File: src/rtl/core/eei_pkg.sv
package eei_pkg;

    // Operand and coefficient widths fixed by the item format
    localparam int unsigned OPW    = 31;
    localparam int unsigned COEFW  = 32;
    localparam int unsigned CNTW   = $clog2(OPW);
    localparam logic [CNTW-1:0] DIV_LAST = CNTW'(OPW - 1);

    // Controller state, one-hot
    typedef enum logic [5:0] {
        S_IDLE  = 6'b000001,
        S_CHECK = 6'b000010,
        S_DIV   = 6'b000100,
        S_MUL   = 6'b001000,
        S_UPD   = 6'b010000,
        S_WAIT  = 6'b100000
    } t_state;

    // Commands from controller to datapath
    typedef struct packed {
        logic load;
        logic div_start;
        logic div_step;
        logic mul;
        logic upd;
        logic out_load;
    } t_eei_cmd;

    // Status from datapath to controller
    typedef struct packed {
        logic cur_one;
        logic cur_zero;
        logic div_last;
    } t_eei_sts;

endpackage

File: src/rtl/core/eei_datapath.sv
module eei_datapath
    import eei_pkg::*;
#(
    parameter int unsigned DATA_WIDTH = 32
) (
    input  logic                         i_clk,
    input  logic [OPW-1:0]               i_first_value,
    input  logic [OPW-1:0]               i_second_value,
    input  t_eei_cmd                     i_cmd,
    output t_eei_sts                     o_sts,
    output logic signed [DATA_WIDTH-1:0] o_answer,
    output logic                         o_coprime
);

    // Remainder and coefficient rows
    logic [OPW-1:0]          r_prev, n_prev;
    logic [OPW-1:0]          r_cur, n_cur;
    logic signed [COEFW-1:0] r_cprev, n_cprev;
    logic signed [COEFW-1:0] r_ccur, n_ccur;
    // Divider: partial remainder, dividend/quotient shift register, step count
    logic [OPW-1:0]          r_rem, n_rem;
    logic [OPW-1:0]          r_quo, n_quo;
    logic [CNTW-1:0]         r_cnt, n_cnt;
    // Low half of q * c_cur
    logic [COEFW-1:0]        r_prod, n_prod;
    // Result register
    logic signed [DATA_WIDTH-1:0] r_answer, n_answer;
    logic                    r_coprime, n_coprime;

    logic [OPW:0]            trial;
    logic                    fits;

    // One restoring-division step
    assign trial = {r_rem, r_quo[OPW-1]};
    assign fits  = (trial >= {1'b0, r_cur});

    always_comb begin
        n_prev    = r_prev;
        n_cur     = r_cur;
        n_cprev   = r_cprev;
        n_ccur    = r_ccur;
        n_rem     = r_rem;
        n_quo     = r_quo;
        n_cnt     = r_cnt;
        n_prod    = r_prod;
        n_answer  = r_answer;
        n_coprime = r_coprime;

        // larger value becomes the modulus, second wins a tie
        if (i_cmd.load) begin
            if (i_first_value > i_second_value) begin
                n_prev = i_first_value;
                n_cur  = i_second_value;
            end else begin
                n_prev = i_second_value;
                n_cur  = i_first_value;
            end
            n_cprev = '0;
            n_ccur  = COEFW'(1);
        end

        if (i_cmd.div_start) begin
            n_rem = '0;
            n_quo = r_prev;
            n_cnt = '0;
        end

        if (i_cmd.div_step) begin
            if (fits) begin
                n_rem = OPW'(trial - {1'b0, r_cur});
            end else begin
                n_rem = OPW'(trial);
            end
            n_quo = {r_quo[OPW-2:0], fits};
            n_cnt = r_cnt + CNTW'(1);
        end

        // true coefficient fits in 32 signed bits, so the low product half suffices
        if (i_cmd.mul) begin
            n_prod = COEFW'(COEFW'(r_quo) * COEFW'(r_ccur));
        end

        if (i_cmd.upd) begin
            n_prev  = r_cur;
            n_cur   = r_rem;
            n_cprev = r_ccur;
            n_ccur  = r_cprev - $signed(r_prod);
        end

        if (i_cmd.out_load) begin
            if (o_sts.cur_one) begin
                n_answer  = DATA_WIDTH'(r_ccur);
                n_coprime = 1'b1;
            end else begin
                n_answer  = DATA_WIDTH'(r_prev);
                n_coprime = 1'b0;
            end
        end
    end

    always_ff @(posedge i_clk) begin
        r_prev    <= n_prev;
        r_cur     <= n_cur;
        r_cprev   <= n_cprev;
        r_ccur    <= n_ccur;
        r_rem     <= n_rem;
        r_quo     <= n_quo;
        r_cnt     <= n_cnt;
        r_prod    <= n_prod;
        r_answer  <= n_answer;
        r_coprime <= n_coprime;
    end

    assign o_sts.cur_one  = (r_cur == OPW'(1));
    assign o_sts.cur_zero = (r_cur == '0);
    assign o_sts.div_last = (r_cnt == DIV_LAST);
    assign o_answer       = r_answer;
    assign o_coprime      = r_coprime;

endmodule

File: src/rtl/core/eei_ctrl.sv
module eei_ctrl
    import eei_pkg::*;
(
    input  logic     i_clk,
    input  logic     i_rst_n,
    input  logic     i_valid,
    output logic     o_ready,
    output logic     o_valid,
    input  logic     i_ready,
    input  t_eei_sts i_sts,
    output t_eei_cmd o_cmd
);

    t_state r_state, n_state;
    logic   r_out_valid, n_out_valid;
    logic   accept;
    logic   done;
    logic   out_free;

    assign o_ready  = (r_state == S_IDLE);
    assign accept   = i_valid && o_ready;
    assign done     = i_sts.cur_one || i_sts.cur_zero;
    assign out_free = !r_out_valid || i_ready;

    // Sequencer: check, divide, multiply, update per Euclid step
    always_comb begin
        n_state = r_state;
        o_cmd   = '0;
        case (r_state)
            S_IDLE: begin
                if (accept) begin
                    o_cmd.load = 1'b1;
                    n_state    = S_CHECK;
                end
            end
            S_CHECK: begin
                if (done) begin
                    if (out_free) begin
                        o_cmd.out_load = 1'b1;
                        n_state        = S_IDLE;
                    end else begin
                        n_state = S_WAIT;
                    end
                end else begin
                    o_cmd.div_start = 1'b1;
                    n_state         = S_DIV;
                end
            end
            S_WAIT: begin
                if (out_free) begin
                    o_cmd.out_load = 1'b1;
                    n_state        = S_IDLE;
                end
            end
            S_DIV: begin
                o_cmd.div_step = 1'b1;
                if (i_sts.div_last) begin
                    n_state = S_MUL;
                end
            end
            S_MUL: begin
                o_cmd.mul = 1'b1;
                n_state   = S_UPD;
            end
            S_UPD: begin
                o_cmd.upd = 1'b1;
                n_state   = S_CHECK;
            end
            default: begin
                n_state = S_IDLE;
            end
        endcase
    end

    // Output valid: set on result load, cleared when the item is taken
    always_comb begin
        n_out_valid = r_out_valid;
        if (o_valid && i_ready) begin
            n_out_valid = 1'b0;
        end
        if (o_cmd.out_load) begin
            n_out_valid = 1'b1;
        end
    end

    always_ff @(posedge i_clk) begin
        if (!i_rst_n) begin
            r_state     <= S_IDLE;
            r_out_valid <= 1'b0;
        end else begin
            r_state     <= n_state;
            r_out_valid <= n_out_valid;
        end
    end

    assign o_valid = r_out_valid;

`ifndef ASSERT_OFF
    // result never overwrites one still waiting
    a_no_overwrite: assert property (@(posedge i_clk) disable iff (!i_rst_n)
        o_cmd.out_load |-> (!r_out_valid || i_ready))
        else $error("result overwritten while stalled");

    // divider never runs with a zero divisor
    a_div_nonzero: assert property (@(posedge i_clk) disable iff (!i_rst_n)
        (r_state == S_DIV) |-> !i_sts.cur_zero)
        else $error("division by zero remainder");

    // multiply follows the last division step only
    a_mul_after_div: assert property (@(posedge i_clk) disable iff (!i_rst_n)
        (r_state == S_DIV) && i_sts.div_last |=> (r_state == S_MUL))
        else $error("multiply did not follow division");

    // accepted item goes straight to the remainder check
    a_accept_check: assert property (@(posedge i_clk) disable iff (!i_rst_n)
        accept |=> (r_state == S_CHECK))
        else $error("accepted item not checked");
`endif

endmodule

File: src/rtl/core/extended_euclid_inverse_core.sv
// Extended Euclidean modular inverse core.
// Input channel: i_valid / o_ready carry i_first_value and i_second_value,
// two 31-bit unsigned operands. The larger is the modulus, the other the
// operand (second wins a tie). Output channel: o_valid / i_ready carry
// o_answer and o_coprime. With o_coprime high, o_answer is the signed,
// unreduced Bezout coefficient of the smaller operand (its inverse modulo
// the larger); with o_coprime low it is the gcd.
// Each Euclid step runs a remainder check, a bit-serial radix-2 restoring
// division, a multiply and a row update. Up to about 46 steps for 31-bit
// operands. One item is in work at a time; o_ready is high while the core
// is idle.
// The result sits in an output register: a new item is accepted while an
// earlier result waits, and a finished item holds in the core until the
// receiver takes the pending one.
// Reset (i_rst_n low, synchronous) returns the sequencer to idle and drops
// o_valid; nothing is kept between items.
module extended_euclid_inverse_core
    import eei_pkg::*;
#(
    parameter int unsigned DATA_WIDTH = 32
) (
    input  logic                         i_clk,
    input  logic                         i_rst_n,
    input  logic                         i_valid,
    output logic                         o_ready,
    input  logic [OPW-1:0]               i_first_value,
    input  logic [OPW-1:0]               i_second_value,
    output logic                         o_valid,
    input  logic                         i_ready,
    output logic signed [DATA_WIDTH-1:0] o_answer,
    output logic                         o_coprime
);

    t_eei_cmd cmd;
    t_eei_sts sts;

    eei_ctrl u_ctrl (
        .i_clk   (i_clk),
        .i_rst_n (i_rst_n),
        .i_valid (i_valid),
        .o_ready (o_ready),
        .o_valid (o_valid),
        .i_ready (i_ready),
        .i_sts   (sts),
        .o_cmd   (cmd)
    );

    eei_datapath #(
        .DATA_WIDTH (DATA_WIDTH)
    ) u_dp (
        .i_clk          (i_clk),
        .i_first_value  (i_first_value),
        .i_second_value (i_second_value),
        .i_cmd          (cmd),
        .o_sts          (sts),
        .o_answer       (o_answer),
        .o_coprime      (o_coprime)
    );

endmodule
File: config.mk
export PLATFORM = sky130hd
export DESIGN_NAME = extended_euclid_inverse_core
export DESIGN_NICKNAME = d
export VERILOG_FILES = /design/src/rtl/core/eei_pkg.sv /design/src/rtl/core/eei_datapath.sv /design/src/rtl/core/eei_ctrl.sv /design/src/rtl/core/extended_euclid_inverse_core.sv
export SDC_FILE = /design/constraint.sdc
export NUM_CORES = 2
export LEC_CHECK = 0
export BUFFER_PORTS_ARGS = -buffer_cell sky130_fd_sc_hd__buf_2
export CAP_MARGIN = 40
export CORE_ASPECT_RATIO = 0.5
export CORE_MARGIN = 4
export CORE_UTILIZATION = 40
export CTS_CLUSTER_DIAMETER = 60
export CTS_CLUSTER_SIZE = 8
export DETAILED_ROUTE_END_ITERATION = 12
export PLACE_DENSITY = 0.51
export SETUP_SLACK_MARGIN = 0.05
export SYNTH_ARGS = -nofsm -noshare
export SYNTH_HDL_FRONTEND = slang
export SYNTH_SLANG_ARGS = --single-unit
File: constraint.sdc
create_clock -name i_clk -period 10.2 [get_ports i_clk]
set_input_delay 0 -clock i_clk [delete_from_list [all_inputs] [get_ports i_clk]]
set_output_delay 0 -clock i_clk [all_outputs]
set_load 0.03 [all_outputs]
======== After elaboration in Yosys (flattened, before gate mapping) ========
Index checks and enable logic that the tools add are counted.
word-level totals
  memories ................................ 0
  bits in read-only memories .............. 0
  memory bits (writable) .................. 0
  bits in latches ......................... 0
  flip-flop bits (word level) ............. 265
operators by class
  bitwise operators ....................... 0
  muxes and demuxes ....................... 37
  shift operators ......................... 0
  equal/unequal tests ..................... 11
  div/mod/pow operators ................... 0
  reduce and logical (&&, ||, !) cells .... 10
  add/sub/neg operators ................... 3
  $mul .................................... 1
  magnitude comparators ................... 2
operators with widths
  operator             count
  $mux 31              12
  $mux 32              4
  $pmux 6 s6           1
  $ge 32x31->1         1
  $mul 31x32->32       1
  $sub 32x32->32       1
  $eq 31x1->1 const B  1
  $gt 31x31->1         1
  $logic_not 31->1     1
  $sub 31x31->31       1
  $mux 6               5
  $mux 1               12
  $mux 5               2
  $eq 6x1->1 const B   1
  $eq 6x2->1 const B   1
  $eq 6x3->1 const B   1
  $eq 6x4->1 const B   1
  $eq 6x5->1 const B   1
  $eq 6x6->1 const B   1
  $reduce_bool 2->1    3
  $add 5x1->5 const B  1
  $eq 5x5->1 const B   1
  $ne 2x2->1 const B   2
  $reduce_and 3->1     1
  other kinds (5)      7

======== Depth between registers and ports, before layout ========
  depth in word-level cells ............... 6
  gate-level depth with buffers ........... 27
  mapped depth without buffers ............ 25

======== Cells and area by module ========
From an unflattened synthesis, not the netlist that was laid out.
unflattened totals
  cells, all modules ...................... 3062
  area, all modules ....................... 30585.6 µm²
by module, submodules not included
  module        area an instance (µm²)  seq. area each (µm²)  times used  cells an instance
  eei_datapath  30181.4                 7747.4                1           3012
  eei_ctrl      404.1                   140.1                 1           50

======== Least setup slack after synthesis ========
OpenSTA, ideal clock, no wires.
  kind .................................... flip-flop to flip-flop
  start ................................... reg u_dp.r_quo[4]
  end ..................................... reg u_dp.r_prod[30] (data pin)
  arrival time ............................ 6.753 ns
  stages on the path, launching flop included .. 25
  path buffers ............................ 2
  setup slack ............................. 3.190 ns
  period minus slack after synthesis ...... 7.010 ns
  required time ........................... 9.942 ns
  setup time .............................. 0.258 ns
  path through ............................ edfxtp_1 > clkbuf_1 > clkbuf_1 > and2_1 > fa_1 > fa_1 > fa_1 > inv_1 > fa_1 > inv_1 > fa_1 > inv_1 > fa_1 > inv_1 > fa_1 > fa_1 > ha_1 > a21oi_1 > o21bai_1 > a2111oi_0 > a32oi_2 > a31oi_1 > o31ai_1 > a21oi_1 > xnor2_1
on the way
  word-level cells in the longest chain between the ends .. 1
ends and longest elaborated chain
  item                      RTL line             source
  start: declaration        eei_datapath.sv:22   logic [OPW-1:0] r_quo, n_quo;
  start signal: assignment  eei_datapath.sv:107  r_quo <= n_quo;
  $mul 31x32->32            eei_datapath.sv:80   n_prod = COEFW'(COEFW'(r_quo) * COEFW'(r_ccur));
  end signal: assignment    eei_datapath.sv:109  r_prod <= n_prod;
  end: declaration          eei_datapath.sv:25   logic [COEFW-1:0] r_prod, n_prod;
Every way passes these cells.
A chain may end at the register's enable or synchronous reset.

======== Final worst setup path ========
  start ................................... reg u_dp.r_quo[7]
  end ..................................... reg u_dp.r_prod[30] (data pin)
Same word-level chain as after synthesis.

==> run summary <==
height of the die = 204.1 um
FF+latch count, synth = 265
routability cong. = 0.8569
Worst slew margin = 38.01%
minimum clock period = 7.673 ns
R2R Path End = u_dp.r_prod[30]$_DFFE_PN_
CTS Hold Bufs = 97
initial antenna violation count = 3
initial cell density of the core = 40.64%
Die Footprint = 0.08167 mm^2
ranking of synthesized cells by area = fa_1 (27%), edfxtp_1 (25%), ha_1 (8.7%)
via count = 22480
worst path cell trace = buf_4, nand2_1, fa_1, inv_1, fa_1, fa_1, inv_1, fa_1, inv_1, fa_1, inv_1, fa_1, inv_1, fa_1, fa_1, ha_1, a21oi_1, o21bai_1, a2111oi_0, a32oi_2, a31oi_1, o31ai_1, a21oi_1, xnor2_1
RR Startpoint = u_dp.r_quo[7]$_DFFE_PP_
CTS max path bufs = 3
syn nets = 3829
CP most frequent cell = fa_1
Max-Cap Viols = 0
worst min path class = input port to flip-flop
Final Skew = 0.02165 ns
Yosys top cell area share = 26.75%
ANT cells = 0
M1 WL = 42570 um
sequential share of the synthesized area = 25.64%
Mapped Area = 0.03076 mm^2
WL met2 = 40030 um
IO Port Bufs = 100
setup_tns = 0 ns
H-tree Lvls = 2
Layout area overhead = 12.43%
status = complete, no violations
Final Cell Area = 0.03458 mm^2
CP peak stage delay = 0.76 ns
Max Fanout on Critical Path = 15
total CTS buffers = 39
most frequent cells after synthesis = inv_1 (472), nand2_1 (462), fa_1 (411)
global-route usage over all layers = 22.69%
Post-synth EDFFs = 258
Min-Delay Endpoint = u_ctrl.r_state[3]$_SDFFE_PN0P_
element type at the critical path end = flip-flop
Top delay family on crit path = adder cells
Worst EP arrival = 7.96 ns
post-CTS setup buffers = 0
DRC viols = 0
critical setup path kind = flip-flop to flip-flop
Synth async-reset ratio = 0%
most instantiated library cell after synthesis = inv_1
mean post-synth cell area = 9.805 um^2
period utilization = 75.23%
Post-synth top flop = edfxtp_1
cell row count = 71
CP Data Required Time = 10.49 ns
clock latency on the worst-skew pair = 0.56 ns
drt pass-1 iters = 5
WL met3 = 5533 um
vias in the first global route = 23620
largest net degree at the start of global routing = 87
Core Area = 0.07569 mm^2
Post-CTS Resized = 0
Final Hold Viols = 0
top sig layer = met4
Synth area leader = fa_1
worst path buffer plus inverter count = 6
clock root cell = clkbuf_16
routed vias/inst = 5.209
CTS tree = built
max-slew violation count = 0
hold wc startpoint = i_rst_n
unrepaired setup endpoints after global routing = false
final WL = 90540 um
post-synth cell types = 77
Fmax achieved = 130.3 MHz
routed len/inst = 20.98 um
worst slew pin tran = 0.9298 ns
clock transition at the registers of the reported paths = 0.05 ns
grt ovf = 0
Nets = 3973
first-pass GRT wire length = 141500 um
Die W = 400.2 um
setup violators final = 0
drt initial violations = 1623
post-synthesis instance total = 3137
DP Area = 0.03256 mm^2
ANT nets after route = 0
yosys warns = 0
Ports = 101
CP max stage cell = edfxtp_1
Crit. Startpoint = u_dp.r_quo[7]$_DFFE_PP_
WHS Path Cells = 3
layout cell share with drive strength beyond 1 = 7.863%
Startpoint Class = flip-flop
CTS Sinks = 265
dpl hpwl = 69600 um
R2R Setup Slk = 2.53 ns
R2R depth = 24
[logic make-up after synthesis]
group                      count (synthesis)  synth area share [%]
DFF                                      265                 25.64
muxes                                     84                 2.860
xor gates and xnor gates                 135                 3.844
buffers and inverters                    622                 7.700
and+or+nand+nor                         1056                 16.63
adders and majority gates                626                 35.49
AOI/OAI and AO/OA                        349                 7.826
[layer usage]
| metal | track usage [%] | up-vias |
|---|---|---|
| li1 | - | 10410 |
| met1 | 32.87 | 11360 |
| met2 | 35.41 | 585 |
| met3 | 3.782 | 125 |
| met4 | 5.853 | 0 |
| met5 | 0 | - |
[state kept, by name (all words and copies together) (netlist names)]
name,cells
u_dp.o_answer,32
u_ctrl.o_valid,1
u_dp.r_quo,31
u_dp.r_prod,32
u_dp.r_cprev,32
u_dp.r_rem,31
u_dp.r_cur,31
u_dp.r_cnt,5
u_dp.r_ccur,32
u_dp.o_coprime,1
u_dp.r_prev,31
u_ctrl.r_state,6
[stage by stage]
step,instances,hold WS [ns],util (%),worst slack (ns)
after floorplan,3137,0.1161,-,3.190
after global placement,4156,0.2804,42.74,2.580
after detailed placement,4165,0.2816,43.01,2.589
after CTS,4316,0.2521,45.69,2.513
after global routing,4316,0.2917,45.69,2.163
final,4316,0.2954,45.69,2.527
[layout make-up]
class | instances | area, um^2
clock inverter | 3 | 33.78
multi-input combinational | 2250 | 20560
inverter | 472 | 1772
sequential | 265 | 7888
tap | 1022 | 1279
fill | 7227 | 41110
timing repair buffer | 253 | 2033
clock buffer | 51 | 1021
[cells in the final DEF (no fill, tap or decap), types with 47 or more instances in the layout]
cell and count:
and2_1 324, ha_1 215, dlygate4sd3_1 97, nand3_1 56, edfxtp_1 258, buf_4 47
inv_1 472, xnor2_1 94, a21o_1 49, a21oi_1 71, nand2_1 460, nor2_1 111
mux2i_1 53, buf_2 100, o21ai_0 83, fa_1 411
[how the worst max path moves through the flow]
stage                                           end  cells past startpoint
after floorplan           u_dp.r_prod[30]$_DFFE_PN_                     24
after global placement    u_dp.r_prod[31]$_DFFE_PN_                     22
after detailed placement  u_dp.r_prod[31]$_DFFE_PN_                     23
after CTS                 u_dp.r_prod[30]$_DFFE_PN_                     24
after global routing      u_dp.r_prod[30]$_DFFE_PN_                     24
final                     u_dp.r_prod[30]$_DFFE_PN_                     24
[worst reg2reg max path, cell delays in order (launching register included)]
cell	delay, ns
edfxtp_1	0.76
buf_4	0.32
nand2_1	0.10
fa_1	0.44
inv_1	0.08
fa_1	0.43
fa_1	0.51
inv_1	0.05
fa_1	0.47
inv_1	0.05
fa_1	0.50
inv_1	0.06
fa_1	0.53
inv_1	0.05
fa_1	0.53
fa_1	0.44
ha_1	0.35
a21oi_1	0.24
o21bai_1	0.09
a2111oi_0	0.49
a32oi_2	0.25
a31oi_1	0.31
o31ai_1	0.12
a21oi_1	0.18
xnor2_1	0.09
Power is not shown: default switching activity piles up to over one toggle a cycle in this logic, so the estimate is an artifact.
